$ cat config.mk
export PLATFORM = sky130hd
export DESIGN_NAME = stx_etx_frame_extractor_core
export DESIGN_NICKNAME = d
export VERILOG_FILES = /design/src/hdl/stxetx_pkg.sv /design/src/hdl/stxetx_ram.sv /design/src/hdl/stxetx_queue.sv /design/src/hdl/stxetx_front.sv /design/src/hdl/stxetx_back.sv /design/src/hdl/stx_etx_frame_extractor_core.sv
export SDC_FILE = /design/constraint.sdc
export NUM_CORES = 1
export LEC_CHECK = 0
export BUFFER_PORTS_ARGS = -buffer_cell sky130_fd_sc_hd__buf_2
export CORE_ASPECT_RATIO = 0.9
export CORE_MARGIN = 2
export CORE_UTILIZATION = 35
export DETAILED_ROUTE_END_ITERATION = 16
export HOLD_SLACK_MARGIN = 0.02
export PLACE_DENSITY = 0.57
export SLEW_MARGIN = 20
export SYNTH_ARGS = -nofsm -noshare
export SYNTH_HDL_FRONTEND = slang
export SYNTH_SLANG_ARGS = --single-unit
$ cat constraint.sdc
create_clock -name clk -period 9 [get_ports clk]
set_input_delay 1.8 -clock clk [delete_from_list [all_inputs] [get_ports clk]]
set_output_delay 1.8 -clock clk [all_outputs]
set_load 0.03 [all_outputs]
$ cat src/hdl/stxetx_pkg.sv
`timescale 1ns / 1ps
// ----------------------------------------------------------------------------
// stxetx_pkg
// Shared types and constants of the start/end marker frame extractor.
// ----------------------------------------------------------------------------
package stxetx_pkg;

  localparam int BYTE_W    = 8;
  localparam int CFG_IDX_W = 1;

  localparam logic [CFG_IDX_W-1:0] CFG_START_MARKER = 1'd0;
  localparam logic [CFG_IDX_W-1:0] CFG_END_MARKER   = 1'd1;

  localparam logic [BYTE_W-1:0] START_MARKER_RST = 8'h02;
  localparam logic [BYTE_W-1:0] END_MARKER_RST   = 8'h03;

  typedef enum logic [1:0] {
    CMD_DATA  = 2'd0,
    CMD_EMPTY = 2'd1,
    CMD_OVF   = 2'd2
  } cmd_kind_t;

  typedef enum logic [1:0] {
    BK_IDLE  = 2'b01,
    BK_DRAIN = 2'b10
  } bk_state_t;

endpackage

$ cat src/hdl/stxetx_ram.sv
`timescale 1ns / 1ps
// ----------------------------------------------------------------------------
// stxetx_ram
// Generic simple dual-port RAM, one write port, one registered read port.
// ----------------------------------------------------------------------------
module stxetx_ram #(
  parameter int WIDTH = 8,
  parameter int DEPTH = 64
) (
  input  logic                     clk,
  input  logic                     we,
  input  logic [$clog2(DEPTH)-1:0] waddr,
  input  logic [WIDTH-1:0]         wdata,
  input  logic                     re,
  input  logic [$clog2(DEPTH)-1:0] raddr,
  output logic [WIDTH-1:0]         rdata
);

  logic [WIDTH-1:0] mem [DEPTH];
  logic [WIDTH-1:0] rdata_r;

  always_ff @(posedge clk) begin
    if (we) begin
      mem[waddr] <= wdata;
    end
    if (re) begin
      rdata_r <= mem[raddr];
    end
  end

  assign rdata = rdata_r;

endmodule

$ cat src/hdl/stxetx_queue.sv
`timescale 1ns / 1ps
// ----------------------------------------------------------------------------
// stxetx_queue
// Two-entry command queue between the byte classifier and the drain engine.
// ----------------------------------------------------------------------------
module stxetx_queue #(
  parameter int DW = 9
) (
  input  logic          clk,
  input  logic          rst_n,
  input  logic          push,
  input  logic [DW-1:0] push_data,
  input  logic          pop,
  output logic [DW-1:0] head_data,
  output logic          head_valid,
  output logic          full
);

  logic [DW-1:0] ent_r [2];
  logic          wp_r, wp_nxt;
  logic          rp_r, rp_nxt;
  logic [1:0]    cnt_r, cnt_nxt;

  always_comb begin
    wp_nxt  = wp_r;
    rp_nxt  = rp_r;
    cnt_nxt = cnt_r;
    if (push) begin
      wp_nxt = ~wp_r;
    end
    if (pop) begin
      rp_nxt = ~rp_r;
    end
    case ({push, pop})
      2'b10:   cnt_nxt = cnt_r + 2'd1;
      2'b01:   cnt_nxt = cnt_r - 2'd1;
      default: cnt_nxt = cnt_r;
    endcase
  end

  always_ff @(posedge clk) begin
    if (!rst_n) begin
      wp_r  <= 1'b0;
      rp_r  <= 1'b0;
      cnt_r <= 2'd0;
    end else begin
      wp_r  <= wp_nxt;
      rp_r  <= rp_nxt;
      cnt_r <= cnt_nxt;
    end
    if (push) begin
      ent_r[wp_r] <= push_data;
    end
  end

  assign head_data  = ent_r[rp_r];
  assign head_valid = (cnt_r != 2'd0);
  assign full       = cnt_r[1];

endmodule

$ cat src/hdl/stxetx_front.sv
`timescale 1ns / 1ps
// ----------------------------------------------------------------------------
// stxetx_front
// Input side: marker registers, frame tracking, payload writes and commands.
// ----------------------------------------------------------------------------
module stxetx_front #(
  parameter int FRAME_DEPTH = 64
) (
  input  logic                               clk,
  input  logic                               rst_n,
  input  logic                               cfg_valid,
  input  logic [stxetx_pkg::CFG_IDX_W-1:0]   cfg_index,
  input  logic [stxetx_pkg::BYTE_W-1:0]      cfg_data,
  input  logic                               in_accept,
  input  logic [stxetx_pkg::BYTE_W-1:0]      rx_byte,
  output logic                               ram_we,
  output logic [$clog2(FRAME_DEPTH)-1:0]     ram_waddr,
  output logic                               cmd_push,
  output stxetx_pkg::cmd_kind_t              cmd_kind,
  output logic [$clog2(FRAME_DEPTH+1)-1:0]   cmd_count
);

  import stxetx_pkg::*;

  localparam int AW = $clog2(FRAME_DEPTH);
  localparam int CW = $clog2(FRAME_DEPTH + 1);

  logic [BYTE_W-1:0] start_r, start_nxt;
  logic [BYTE_W-1:0] end_r, end_nxt;
  logic              inside_r, inside_nxt;
  logic              ovf_r, ovf_nxt;
  logic [CW-1:0]     count_r, count_nxt;

  always_comb begin
    start_nxt = start_r;
    end_nxt   = end_r;
    if (cfg_valid) begin
      case (cfg_index)
        CFG_START_MARKER: start_nxt = cfg_data;
        CFG_END_MARKER:   end_nxt   = cfg_data;
        default:          start_nxt = start_r;
      endcase
    end
  end

  always_comb begin
    inside_nxt = inside_r;
    ovf_nxt    = ovf_r;
    count_nxt  = count_r;
    ram_we     = 1'b0;
    cmd_push   = 1'b0;
    cmd_kind   = CMD_DATA;
    if (ovf_r) begin
      cmd_kind = CMD_OVF;
    end else if (count_r == '0) begin
      cmd_kind = CMD_EMPTY;
    end
    if (in_accept) begin
      if (!inside_r) begin
        if (rx_byte == start_r) begin
          inside_nxt = 1'b1;
          ovf_nxt    = 1'b0;
          count_nxt  = '0;
        end
      end else if (rx_byte == end_r) begin
        cmd_push   = 1'b1;
        inside_nxt = 1'b0;
        ovf_nxt    = 1'b0;
        count_nxt  = '0;
      end else if (rx_byte == start_r) begin
        ovf_nxt   = 1'b0;
        count_nxt = '0;
      end else if (!ovf_r) begin
        if (count_r < CW'(FRAME_DEPTH)) begin
          ram_we    = 1'b1;
          count_nxt = count_r + CW'(1);
        end else begin
          ovf_nxt = 1'b1;
        end
      end
    end
  end

  always_ff @(posedge clk) begin
    if (!rst_n) begin
      start_r  <= START_MARKER_RST;
      end_r    <= END_MARKER_RST;
      inside_r <= 1'b0;
      ovf_r    <= 1'b0;
      count_r  <= '0;
    end else begin
      start_r  <= start_nxt;
      end_r    <= end_nxt;
      inside_r <= inside_nxt;
      ovf_r    <= ovf_nxt;
      count_r  <= count_nxt;
    end
  end

  assign ram_waddr = count_r[AW-1:0];
  assign cmd_count = count_r;

endmodule

$ cat src/hdl/stxetx_back.sv
`timescale 1ns / 1ps
// ----------------------------------------------------------------------------
// stxetx_back
// Output side: pops frame commands, reads the payload RAM, drives results.
// ----------------------------------------------------------------------------
module stxetx_back #(
  parameter int FRAME_DEPTH = 64
) (
  input  logic                               clk,
  input  logic                               rst_n,
  input  logic                               q_valid,
  input  stxetx_pkg::cmd_kind_t              q_kind,
  input  logic [$clog2(FRAME_DEPTH+1)-1:0]   q_count,
  output logic                               q_pop,
  output logic                               ram_re,
  output logic [$clog2(FRAME_DEPTH)-1:0]     ram_raddr,
  input  logic [stxetx_pkg::BYTE_W-1:0]      ram_rdata,
  output logic                               drain_done,
  output logic                               out_valid,
  input  logic                               out_stall,
  output logic [stxetx_pkg::BYTE_W-1:0]      out_payload_byte,
  output logic                               out_frame_last,
  output logic                               out_frame_empty,
  output logic                               out_frame_overflow
);

  import stxetx_pkg::*;

  localparam int AW = $clog2(FRAME_DEPTH);
  localparam int CW = $clog2(FRAME_DEPTH + 1);

  bk_state_t         state_r, state_nxt;
  logic [CW-1:0]     cnt_r, cnt_nxt;
  logic [CW-1:0]     iss_r, iss_nxt;
  logic              pend_r, pend_nxt;
  logic              pend_last_r, pend_last_nxt;
  logic              ov_r, ov_nxt;
  logic [BYTE_W-1:0] ob_r, ob_nxt;
  logic              ol_r, ol_nxt;
  logic              oe_r, oe_nxt;
  logic              oo_r, oo_nxt;
  logic              slot_free;
  logic              load_data;
  logic              issue;

  always_comb begin
    state_nxt     = state_r;
    cnt_nxt       = cnt_r;
    iss_nxt       = iss_r;
    pend_nxt      = pend_r;
    pend_last_nxt = pend_last_r;
    ov_nxt        = ov_r;
    ob_nxt        = ob_r;
    ol_nxt        = ol_r;
    oe_nxt        = oe_r;
    oo_nxt        = oo_r;
    q_pop         = 1'b0;
    drain_done    = 1'b0;
    slot_free     = !ov_r || !out_stall;
    load_data     = 1'b0;
    issue         = 1'b0;

    if (!out_stall) begin
      ov_nxt = 1'b0;
    end

    case (state_r)
      BK_IDLE: begin
        if (q_valid && q_kind == CMD_DATA) begin
          q_pop     = 1'b1;
          cnt_nxt   = q_count;
          iss_nxt   = '0;
          state_nxt = BK_DRAIN;
        end else if (q_valid && slot_free) begin
          q_pop  = 1'b1;
          ov_nxt = 1'b1;
          ob_nxt = '0;
          ol_nxt = 1'b1;
          oe_nxt = (q_kind == CMD_EMPTY);
          oo_nxt = (q_kind == CMD_OVF);
        end
      end
      BK_DRAIN: begin
        load_data = pend_r && slot_free;
        issue     = (iss_r < cnt_r) && (!pend_r || load_data);
        if (load_data) begin
          ov_nxt = 1'b1;
          ob_nxt = ram_rdata;
          ol_nxt = pend_last_r;
          oe_nxt = 1'b0;
          oo_nxt = 1'b0;
          if (pend_last_r) begin
            drain_done = 1'b1;
            state_nxt  = BK_IDLE;
          end
        end
        if (issue) begin
          iss_nxt       = iss_r + CW'(1);
          pend_last_nxt = (iss_r + CW'(1) == cnt_r);
          pend_nxt      = 1'b1;
        end else if (load_data) begin
          pend_nxt = 1'b0;
        end
      end
      default: state_nxt = BK_IDLE;
    endcase
  end

  always_ff @(posedge clk) begin
    if (!rst_n) begin
      state_r <= BK_IDLE;
      pend_r  <= 1'b0;
      ov_r    <= 1'b0;
    end else begin
      state_r <= state_nxt;
      pend_r  <= pend_nxt;
      ov_r    <= ov_nxt;
    end
    cnt_r       <= cnt_nxt;
    iss_r       <= iss_nxt;
    pend_last_r <= pend_last_nxt;
    ob_r        <= ob_nxt;
    ol_r        <= ol_nxt;
    oe_r        <= oe_nxt;
    oo_r        <= oo_nxt;
  end

  assign ram_re             = issue;
  assign ram_raddr          = iss_r[AW-1:0];
  assign out_valid          = ov_r;
  assign out_payload_byte   = ob_r;
  assign out_frame_last     = ol_r;
  assign out_frame_empty    = oe_r;
  assign out_frame_overflow = oo_r;

endmodule

$ cat src/hdl/stx_etx_frame_extractor_core.sv
`timescale 1ns / 1ps
// ----------------------------------------------------------------------------
// stx_etx_frame_extractor_core
// Start/end marker deframer with a buffered payload and a drain engine.
// ----------------------------------------------------------------------------
// One received byte is taken per cycle while input is not stalled. Payload
// bytes go into a FRAME_DEPTH byte RAM; the end marker queues a frame
// command (two entries deep) for the drain engine, which reads the RAM
// through its registered read port and gives one result word per cycle
// while the output is not stalled. The payload RAM holds a single frame, and
// that sets the pace across frames: while a frame with payload is queued or
// draining, input is stalled. Empty and overflow frames give one result each
// and stall input only when the command queue is full. Configuration writes
// are always ready; the marker registers reset to 0x02 (start) and 0x03 (end).
// ----------------------------------------------------------------------------
module stx_etx_frame_extractor_core #(
  parameter int FRAME_DEPTH = 64
) (
  input  logic                              clk,
  input  logic                              rst_n,
  input  logic                              cfg_valid,
  output logic                              cfg_ready,
  input  logic [stxetx_pkg::CFG_IDX_W-1:0]  cfg_index,
  input  logic [stxetx_pkg::BYTE_W-1:0]     cfg_data,
  input  logic                              in_valid,
  output logic                              in_stall,
  input  logic [stxetx_pkg::BYTE_W-1:0]     in_rx_byte,
  output logic                              out_valid,
  input  logic                              out_stall,
  output logic [stxetx_pkg::BYTE_W-1:0]     out_payload_byte,
  output logic                              out_frame_last,
  output logic                              out_frame_empty,
  output logic                              out_frame_overflow
);

  import stxetx_pkg::*;

  localparam int AW = $clog2(FRAME_DEPTH);
  localparam int CW = $clog2(FRAME_DEPTH + 1);
  localparam int QW = CW + 2;

  logic              in_accept;
  logic              ram_we;
  logic [AW-1:0]     ram_waddr;
  logic              ram_re;
  logic [AW-1:0]     ram_raddr;
  logic [BYTE_W-1:0] ram_rdata;
  logic              cmd_push;
  cmd_kind_t         cmd_kind;
  logic [CW-1:0]     cmd_count;
  logic [QW-1:0]     q_head;
  logic              q_valid;
  logic              q_full;
  logic              q_pop;
  logic              drain_done;
  logic              busy_r, busy_nxt;

  assign cfg_ready = 1'b1;
  assign in_stall  = q_full || busy_r;
  assign in_accept = in_valid && !in_stall;

  always_comb begin
    busy_nxt = busy_r;
    if (cmd_push && cmd_kind == CMD_DATA) begin
      busy_nxt = 1'b1;
    end else if (drain_done) begin
      busy_nxt = 1'b0;
    end
  end

  always_ff @(posedge clk) begin
    if (!rst_n) begin
      busy_r <= 1'b0;
    end else begin
      busy_r <= busy_nxt;
    end
  end

  stxetx_front #(
    .FRAME_DEPTH(FRAME_DEPTH)
  ) u_front (
    .clk       (clk),
    .rst_n     (rst_n),
    .cfg_valid (cfg_valid && cfg_ready),
    .cfg_index (cfg_index),
    .cfg_data  (cfg_data),
    .in_accept (in_accept),
    .rx_byte   (in_rx_byte),
    .ram_we    (ram_we),
    .ram_waddr (ram_waddr),
    .cmd_push  (cmd_push),
    .cmd_kind  (cmd_kind),
    .cmd_count (cmd_count)
  );

  stxetx_ram #(
    .WIDTH(BYTE_W),
    .DEPTH(FRAME_DEPTH)
  ) u_ram (
    .clk   (clk),
    .we    (ram_we),
    .waddr (ram_waddr),
    .wdata (in_rx_byte),
    .re    (ram_re),
    .raddr (ram_raddr),
    .rdata (ram_rdata)
  );

  stxetx_queue #(
    .DW(QW)
  ) u_queue (
    .clk        (clk),
    .rst_n      (rst_n),
    .push       (cmd_push),
    .push_data  ({cmd_kind, cmd_count}),
    .pop        (q_pop),
    .head_data  (q_head),
    .head_valid (q_valid),
    .full       (q_full)
  );

  stxetx_back #(
    .FRAME_DEPTH(FRAME_DEPTH)
  ) u_back (
    .clk                (clk),
    .rst_n              (rst_n),
    .q_valid            (q_valid),
    .q_kind             (cmd_kind_t'(q_head[QW-1:CW])),
    .q_count            (q_head[CW-1:0]),
    .q_pop              (q_pop),
    .ram_re             (ram_re),
    .ram_raddr          (ram_raddr),
    .ram_rdata          (ram_rdata),
    .drain_done         (drain_done),
    .out_valid          (out_valid),
    .out_stall          (out_stall),
    .out_payload_byte   (out_payload_byte),
    .out_frame_last     (out_frame_last),
    .out_frame_empty    (out_frame_empty),
    .out_frame_overflow (out_frame_overflow)
  );

endmodule

; ---- After elaboration in Yosys (flattened, before gate mapping)
; Memory sizes are Yosys's and may differ from the RTL's. A register that Yosys moved wholly into a read port is not among the register bits.
; Cells that the tools add are included.
[word_totals]
reg_bits = 60
ramBits = 530
in_bits = 22
elab_cells = 149
n_memories = 2
[memory_table]
columns = memory, words, width, rd, rd_clocked_by_memory_dff, write_ports, line_no
row1 = u_ram.mem, 64, 8, 1, 1, 1, stxetx_ram.sv:19  ; logic [WIDTH-1:0] mem [DEPTH];
row2 = u_queue.ent_r, 2, 9, 1, 1, 1, stxetx_queue.sv:19  ; logic [DW-1:0] ent_r [2];
[op_classes]
add_sub_neg = 4
order_cmp = 2
eq_ne = 16
mux = 70
bitwise = 3
n_reduce_logical = 33
[ops]
columns = op, count
row1 = two-way mux 7 bit, 8
row2 = two-way mux 1 bit, 47
row3 = two-way mux 8 bit, 3
row4 = == test 8 bit, 2
row5 = case mux 8 bit (2 select lines), 1
row6 = adder 7 x 1 -> 7 bit (second input constant), 2
row7 = case mux 7 bit (2 select lines), 1
row8 = AND reduction 2 bit, 6
row9 = nonzero test 2 bit, 6
row10 = inequality test 2 x 1 -> 1 bit (second input constant), 5
row11 = two-way mux 2 bit, 4
row12 = case mux 1 bit (2 select lines), 4
row13 = case mux 2 bit (2 select lines), 2
row14 = AND reduction 4 bit, 2
row15 = == test 7 bit, 1
row16 = logical NOT 7 bit, 1
row17 = < comparator 7 bit, 1
row18 = < comparator 7 bit (second input constant), 1
row19 = == test 2 x 1 -> 1 bit (second input constant), 3
row20 = == test 2 bit (second input constant), 3
row21 = logical AND 1 bit, 6
row22 = AND reduction 3 bit, 2
row23 = logical NOT 1 bit, 4
row24 = logical NOT 2 bit, 2
row25 = 7 further kinds, 11

; ---- Logic depth before layout (Yosys ltp)
; Gate-level depths: netlist of the first run.
[logic_depth]
word_depth = 9
depth_mapped = 13
ltp_nobuf = 8

; ---- By module
; From an unflattened synthesis of the first run, not the netlist that was laid out.
[hier_totals]
cells_unflattened = 1304
area_unflattened_um2 = 24096.9
[by_module_without_submodules]
columns = mod, instances, cells_each, area_per_inst_um2, seq_area_each_um2
row1 = stxetx_ram, 1, 940, 20246.9, 15615.0
row2 = stxetx_back, 1, 142, 1610.3, 860.8
row3 = stxetx_front, 1, 164, 1313.8, 500.5
row4 = stxetx_queue, 1, 49, 857.1, 640.6
row5 = stx_etx_frame_extractor_core, 1, 9, 68.8, 20.0

; ---- Worst setup path after synthesis of the first run
; No wires, ideal clock.
[synth_path]
path_kind = input -> register
startpoint = input port in_valid
endpoint = memory u_ram.mem[62][0] (enable)
setup_ns = 0.371
t_arrival_ns = 3.148
slack_ns = 5.482
stages = 6
n_path_buf = 1
cell_sequence = and2_1 -> clkbuf_2 -> nand2_1 -> nor4_4 -> nand3_1 -> nor2_1
[synth_via]
elab_chain_len = 4
[synth_rtl]
columns = item, line_no
row1 = start: declaration, stx_etx_frame_extractor_core.sv:25  ; input logic in_valid,
row2 = logical AND 1 bit, stx_etx_frame_extractor_core.sv:60  ; assign in_accept = in_valid && !in_stall;
row3 = two-way mux 1 bit, stxetx_front.sv:58  ; if (in_accept) begin
row4 = two-way mux 1 bit, stxetx_ram.sv:23  ; if (we) begin
row5 = two-way mux 1 bit (not written as such), stxetx_ram.sv:24  ; mem[waddr] <= wdata;
row6 = end: declaration, stxetx_ram.sv:19
; Every way passes these cells.

; ---- Final worst setup path of the first run
[layout_path]
startpoint = input port in_rx_byte[2] (netlist bit)
endpoint = memory u_ram.mem[33][0] (enable)
[layout_via]
elab_chain_len = 7
[layout_rtl]
columns = item, line_no
row1 = start: declaration, stx_etx_frame_extractor_core.sv:27  ; input logic [stxetx_pkg::BYTE_W-1:0] in_rx_byte,
row2 = == test 8 bit, stxetx_front.sv:70  ; end else if (rx_byte == start_r) begin
row3 = two-way mux 1 bit, stxetx_front.sv:70
row4 = two-way mux 1 bit *, stxetx_front.sv:65  ; end else if (rx_byte == end_r) begin
row5 = two-way mux 1 bit *, stxetx_front.sv:59  ; if (!inside_r) begin
row6 = two-way mux 1 bit *, stxetx_front.sv:58
row7 = two-way mux 1 bit *, stxetx_ram.sv:23
row8 = two-way mux 1 bit (not written as such) *, stxetx_ram.sv:24
; Mark *: on every way between the ends. The rest lies on a longest branch, timed or not.

==> results.json, run 1 <==
{
  "post-place-ws_ns": 4.01,
  "place_congestion": 0.863,
  "synth_commonest_cells": "edfxtp_1 (564), nor2_1 (111), mux2i_1 (96), mux4_2 (80), nand2_1 (72)",
  "synth_area_um2": 24200,
  "first_iter_violations": 1555,
  "cellPowerDensity_nw_per_um2": 239,
  "drive_gt1_share_pct": 16.9,
  "cts_resized": 0,
  "max_stage_delay_ns": 0.83,
  "cp_data_required_time_ns": 9.24,
  "p_total_mw": 6.47,
  "dieArea_um2": 71200,
  "n_antenna_cell": 0,
  "ant_nets": 0,
  "yosysMostFrequentCell": "edfxtp_1",
  "endpoint_kind": "flop",
  "leakage_nw": 8.66,
  "die_y_um": 253,
  "synth_top_area_share_pct": 70.0,
  "routed_wl_um": 60100,
  "cts_root_buffer": "clkbuf_16",
  "maxCapViolCount": 0,
  "numCtsBuffers": 57,
  "final_core_util_pct": 39.5,
  "nNetsFinal": 1465,
  "syn_area_per_cell_um2": 17.4,
  "synth-seq-cells": 599,
  "n_fill_cell": 6149,
  "crit_chain": "buf_2, buf_4, xnor2_1, nand4_1, nor2_4, nor3_4, nand3_1, nor2_1",
  "cts_setup_buffers": 0,
  "peakVddDrop_mv": 0.163,
  "synth_cells": 1390,
  "worst_slack_ns": 4.69,
  "drtPass1Iterations": 6,
  "seqCellArea_um2": 17600,
  "clk_latency_ns": 0.63,
  "final-max-slew-violation-count": 0,
  "synth_area_leaders": "edfxtp_1 (70%), mux4_2 (7.4%), mux2i_1 (4.0%)",
  "worstSetupStartpointType": "primary input",
  "rows": 91,
  "grt.total_usage_pct": 16.9,
  "multiInputGateArea_um2": 5960,
  "antenna_found_initial": 5,
  "path_clk_slew_ns": 0.06,
  "viasPerCell": 5.29,
  "cts.htree.levels": 2,
  "grt_pass1_wl_um": 87300,
  "cp_max_fo": 29,
  "yosysWarnings": 0,
  "critPathArrivalTime_ns": 4.55,
  "drc_errors": 0,
  "hold_path_class": "flop to flop",
  "hold_violations": 0,
  "setup.worst_path.class": "primary input to flop",
  "finalSetupViolCount": 0,
  "grt.overflow.total": 0,
  "worst_pin_slew_ns": 1.06,
  "synthFlopType": "edfxtp_1",
  "cts.sinks": 599,
  "rsz0062_at_grt": "no",
  "max_freq_mhz": 232,
  "start_util_pct": 35.3,
  "finClkSkew_ns": 0.0257,
  "status": "finished clean",
  "cts_buffer_depth": 3,
  "grt_start_max_net_pins": 123,
  "core_area_um2": 68400,
  "area_delta_synth_final_pct": 11.8,
  "vias": 12727,
  "grt_pass1_vias": 12745,
  "crit_slowest_cell": "nor2_1",
  "max_slew_margin_pct": 29.1,
  "ys_async_sr_fraction_pct": 0,
  "seq_area_frac_synth_pct": 72.9,
  "syn-num-nets": 1425,
  "postCtsHoldBufs": 0,
  "place_hpwl_um": 38900,
  "portBuffers": 34,
  "synth_edf_count": 564,
  "finalCriticalPeriod_ns": 4.31,
  "min_period_over_period_pct": 47.9,
  "synth_cell_types": 63,
  "final.setup.tns_ns": 0,
  "yosysTopAreaCell": "edfxtp_1",
  "ios": 36,
  "wl_per_cell_um": 24.9,
  "cts_tree": "built",
  "fp.dieW_um": 281
}
state kept, by name, indices dropped and copies added (netlist names), 2 cells and up, named ones only:
signal / cells
u_back.cnt_r: 7
u_back.iss_r: 7
u_back.out_payload_byte: 8
u_back.state_r: 2
u_front.cmd_count: 7
u_front.end_r: 8
u_front.start_r: 8
u_queue.cnt_r: 2
u_queue.ent_r: 18
u_ram.mem: 512
u_ram.rdata: 8
critical path, delay by kind of cell:
family | cells | cell delay [ns]
xor gates and xnor gates | 1 | 0.11
buffers and inverters | 2 | 0.44
and+or+nand+nor | 5 | 2.13
kinds of logic after synthesis:
family	share of synthesized area, %
compound gates	4.52
mux	11.7
buf+inv	2.48
fa+ha+maj	0.673
simple gates	6.45
flops	72.9
other cells	0.0155
xor+xnor	1.19
power breakdown:
group | leakage, nW | switching, mW | internal, mW
Combinational | 2.36 | 0.621 | 0.335
Sequential | 5.38 | 0.0260 | 3.09
Clock | 0.914 | 1.04 | 1.37
cell type report:
cell class              count  share of cell area (%)
flip-flops and latches    599                    65.2
well taps                 930                    4.30
inverters                  22                   0.305
multi-input cells         698                    22.0
repair buffers             52                    1.18
clock buffers              75                    5.75
clock inverters            32                    1.21
stage by stage:
stage / cell area (µm²) / cells / hold WS (ns)
after floorplan: 24200 / 1390 / 0.424
after CTS: 27000 / 2408 / 0.471
after global routing: 27000 / 2408 / 0.491
after detailed placement: 25200 / 2301 / 0.461
final: 27000 / 2408 / 0.469
after global placement: 25200 / 2301 / 0.446
cell usage in the layout (no fill, tap or decap), drive strengths merged, types with 3 or more instances in the layout:
cell type  synthesis  layout
edfxtp           564     564
nor2             112     112
mux2i             96      96
mux4              80      80
clkbuf            29      75
nand2             72      72
buf               42      52
o221ai            47      47
a21oi             45      45
dfxtp             35      35
nor3              30      30
xnor2             27      27
o22ai             25      25
inv               21      24
clkinv             1      22
nand2b            16      16
o21ai             15      15
nand3             15      15
nor2b             13      13
nand4             13      13
and2              13      13
ha                13      13
nor4               9       9
mux2               7       7
or3                6       6
xor2               5       5
bufinv             0       5
nand3b             3       3
o21a               3       3
a221oi             3       3
a31oi              3       3
clkinvlp           0       3
routing by layer:
| layer | wire, µm | vias up | global-route usage, % |
|---|---|---|---|
| met5 | 21 | - | 0 |
| met4 | 1380 | 4 | 4.60 |
| met3 | 5420 | 103 | 4.99 |
| met2 | 26500 | 523 | 25.3 |
| met1 | 26800 | 6518 | 24.0 |
| li1 | - | 5579 | - |
path summary, 6_finish.rpt:
| check | slack [ns] | start | cells past startpoint | endpoint |
|---|---|---|---|---|
| min reg2reg | 0.47 | busy_r$_SDFFE_PN0P_ | 2 | busy_r$_SDFFE_PN0P_ |
| max | 4.69 | in_rx_byte[2] | 8 | u_ram.mem[33][0]$_DFFE_PP_ |
| min | 0.47 | busy_r$_SDFFE_PN0P_ | 2 | busy_r$_SDFFE_PN0P_ |
| max reg2reg | 5.15 | u_back.iss_r[0]$_SDFFCE_PN0P_ | 7 | u_ram.rdata[6]$_DFFE_PP_ |
(Power assumes the default switching activity.)
==> run 2: changes to the inputs <==
--- a/config.mk
+++ b/config.mk
@@ -11,7 +11,7 @@
 export CORE_UTILIZATION = 35
 export DETAILED_ROUTE_END_ITERATION = 16
 export HOLD_SLACK_MARGIN = 0.02
-export PLACE_DENSITY = 0.57
+export PLACE_DENSITY = 0.59
 export SLEW_MARGIN = 20
 export SYNTH_ARGS = -nofsm -noshare
 export SYNTH_HDL_FRONTEND = slang
==> constraint.sdc (replaced) <==
create_clock -name clk -period 3.56 [get_ports clk]
set_input_delay 0.712 -clock clk [delete_from_list [all_inputs] [get_ports clk]]
set_output_delay 0.712 -clock clk [all_outputs]
set_load 0.03 [all_outputs]
==> run 2 against run 1 <==
Compared with the run above: global-route usage grew 0.12 points; register-to-register slack lost 4.5 ns; count of clock-buffer cells in the layout shrank 7; design area grew 2.0%; power grew 150%; worst hold slack lost 0.13 ns; utilization grew 0.77 points; clock skew shrank 0.0085 ns; routed wire length is essentially flat; final cell count grew 3.2%; critical path depth shrank 2; largest power group unchanged.
==> results.json, run 2 (same netlist as run 1, synthesis figures left out) <==
{
  "status": "finished clean",
  "reg_top3": "u_ram.mem: 512 flops, u_queue.ent_r: 18 flops",
  "ant_nets": 0,
  "vias": 13000,
  "cts.sinks": 599,
  "r2r_start": "u_front.inside_r$_SDFFE_PN0P_",
  "wl_per_cell_um": 24.2,
  "grt_start_max_net_pins": 85,
  "n_fill_cell": 6112,
  "layout.cells.most_common": "edfxtp_1",
  "crit_slowest_cell": "nor2_1",
  "fin_area_um2": 27600,
  "hp-start": "cfg_data[1]",
  "worstSetupStartpointType": "flop",
  "cp_max_fo": 8,
  "setup.worst_path.class": "flop to flop",
  "drtPass1Iterations": 5,
  "clk_latency_ns": 0.62,
  "final_cell_mix": "edfxtp_1 (564), nor2_1 (111), mux2i_1 (96), buf_4 (92), mux4_2 (80)",
  "hold_path_class": "primary input to flop",
  "cts.htree.levels": 2,
  "dr.max_layer_used": "met5",
  "final.setup.tns_ns": 0,
  "crit_chain": "inv_1, nor3_1, nand2_1, nor4_4, nand2_1, nor2_1",
  "wl_met2_um": 27000,
  "final-max-slew-violation-count": 0,
  "min_period_over_period_pct": 82.7,
  "wl_met1_um": 27200,
  "cts_buffer_depth": 3,
  "cp-startpoint": "u_front.inside_r$_SDFFE_PN0P_",
  "peakVddDrop_mv": 0.384,
  "instances_no_fill": 2486,
  "max_slew_margin_pct": 34.9,
  "grt.total_usage_pct": 17.0,
  "seqCellArea_um2": 17600,
  "rsz0062_at_grt": "no",
  "routed_wl_um": 60100,
  "finalCriticalPeriod_ns": 2.94,
  "leakage_nw": 9.02,
  "holdWs_ns": 0.342,
  "hold_violations": 0,
  "critPathArrivalTime_ns": 3.19,
  "dieArea_um2": 71200,
  "drive_gt1_share_pct": 20.9,
  "die_y_um": 253,
  "place_hpwl_um": 39700,
  "antenna_found_initial": 2,
  "grt_pass1_wl_um": 88600,
  "dp.cells": 2379,
  "max_freq_mhz": 340,
  "finClkSkew_ns": 0.0172,
  "area_delta_synth_final_pct": 14.0,
  "largest_register": "u_ram.mem",
  "postCtsHoldBufs": 0,
  "cts_resized": 0,
  "max_stage_delay_ns": 0.64,
  "maxCapViolCount": 0,
  "multiInputGateArea_um2": 5960,
  "grt.overflow.total": 0,
  "drc_errors": 0,
  "path_clk_slew_ns": 0.06,
  "postPlaceCellArea_um2": 25800,
  "numCtsBuffers": 58,
  "crit_path_frequent_cell": "nand2_1",
  "ios": 36,
  "finalSetupViolCount": 0,
  "nNetsFinal": 1544,
  "fp.dieW_um": 281,
  "final_core_util_pct": 40.3,
  "core_area_um2": 68400,
  "place_congestion": 0.872,
  "largest_reg_flops": 512,
  "cts_tree": "built",
  "wl_met3_um": 4430,
  "cellPowerDensity_nw_per_um2": 585,
  "cp_data_required_time_ns": 3.80,
  "portBuffers": 34,
  "n_antenna_cell": 0,
  "cts_root_buffer": "clkbuf_16",
  "worst_pin_slew_ns": 0.976,
  "first_iter_violations": 1352,
  "rows": 91,
  "grt_pass1_vias": 12880,
  "viasPerCell": 5.23,
  "endpoint_kind": "flop",
  "start_util_pct": 35.3,
  "cts_setup_buffers": 0
}
[run 2: path summary, 6_finish.rpt]
path	depth (start not counted)	endpoint	slack, ns
setup / recovery	6	u_ram.mem[24][1]$_DFFE_PP_	0.62
hold / removal	3	u_front.end_r[1]$_SDFFE_PN1P_	0.34
setup reg to reg	6	u_ram.mem[24][1]$_DFFE_PP_	0.62
hold reg to reg	2	busy_r$_SDFFE_PN0P_	0.47
[run 2: critical path, delay by kind of cell, from the launching register on]
kind | cells | cell delay, ns
buffers and inverters | 1 | 0.13
flip-flops | 1 | 0.36
AND/OR/NAND/NOR | 5 | 2.08
[run 2: metal layers]
metal | vias up | GRT usage, %
li1 | 5742 | -
met1 | 6664 | 24.9
met2 | 496 | 25.8
met3 | 96 | 3.32
met4 | 2 | 4.72
met5 | - | 0
[run 2: area by class of cell]
class	instances	area share, %
multi-input combinational	698	21.6
sequential	599	64.0
clock buffer	68	5.40
inverter	22	0.299
clock inverter	39	1.10
timing repair buffer	130	3.41
tap	930	4.22
[run 2: report_power, final]
part / total [mW] / switching, mW / internal (mW)
Sequential: 7.88 / 0.0743 / 7.80
Combinational: 2.38 / 1.48 / 0.896
Clock: 5.86 / 2.59 / 3.27
Total: 16.1 / 4.15 / 12.0
[run 2: metrics by stage]
| step | total power [mW] | setup slack [ns] |
|---|---|---|
| after floorplan | 9.69 | 0.615 |
| final | 16.1 | 0.616 |
| after CTS | 16.2 | 0.615 |
| after global routing | 16.7 | 0.441 |
| after global placement | 10.4 | 0.539 |
| after detailed placement | 10.4 | 0.469 |
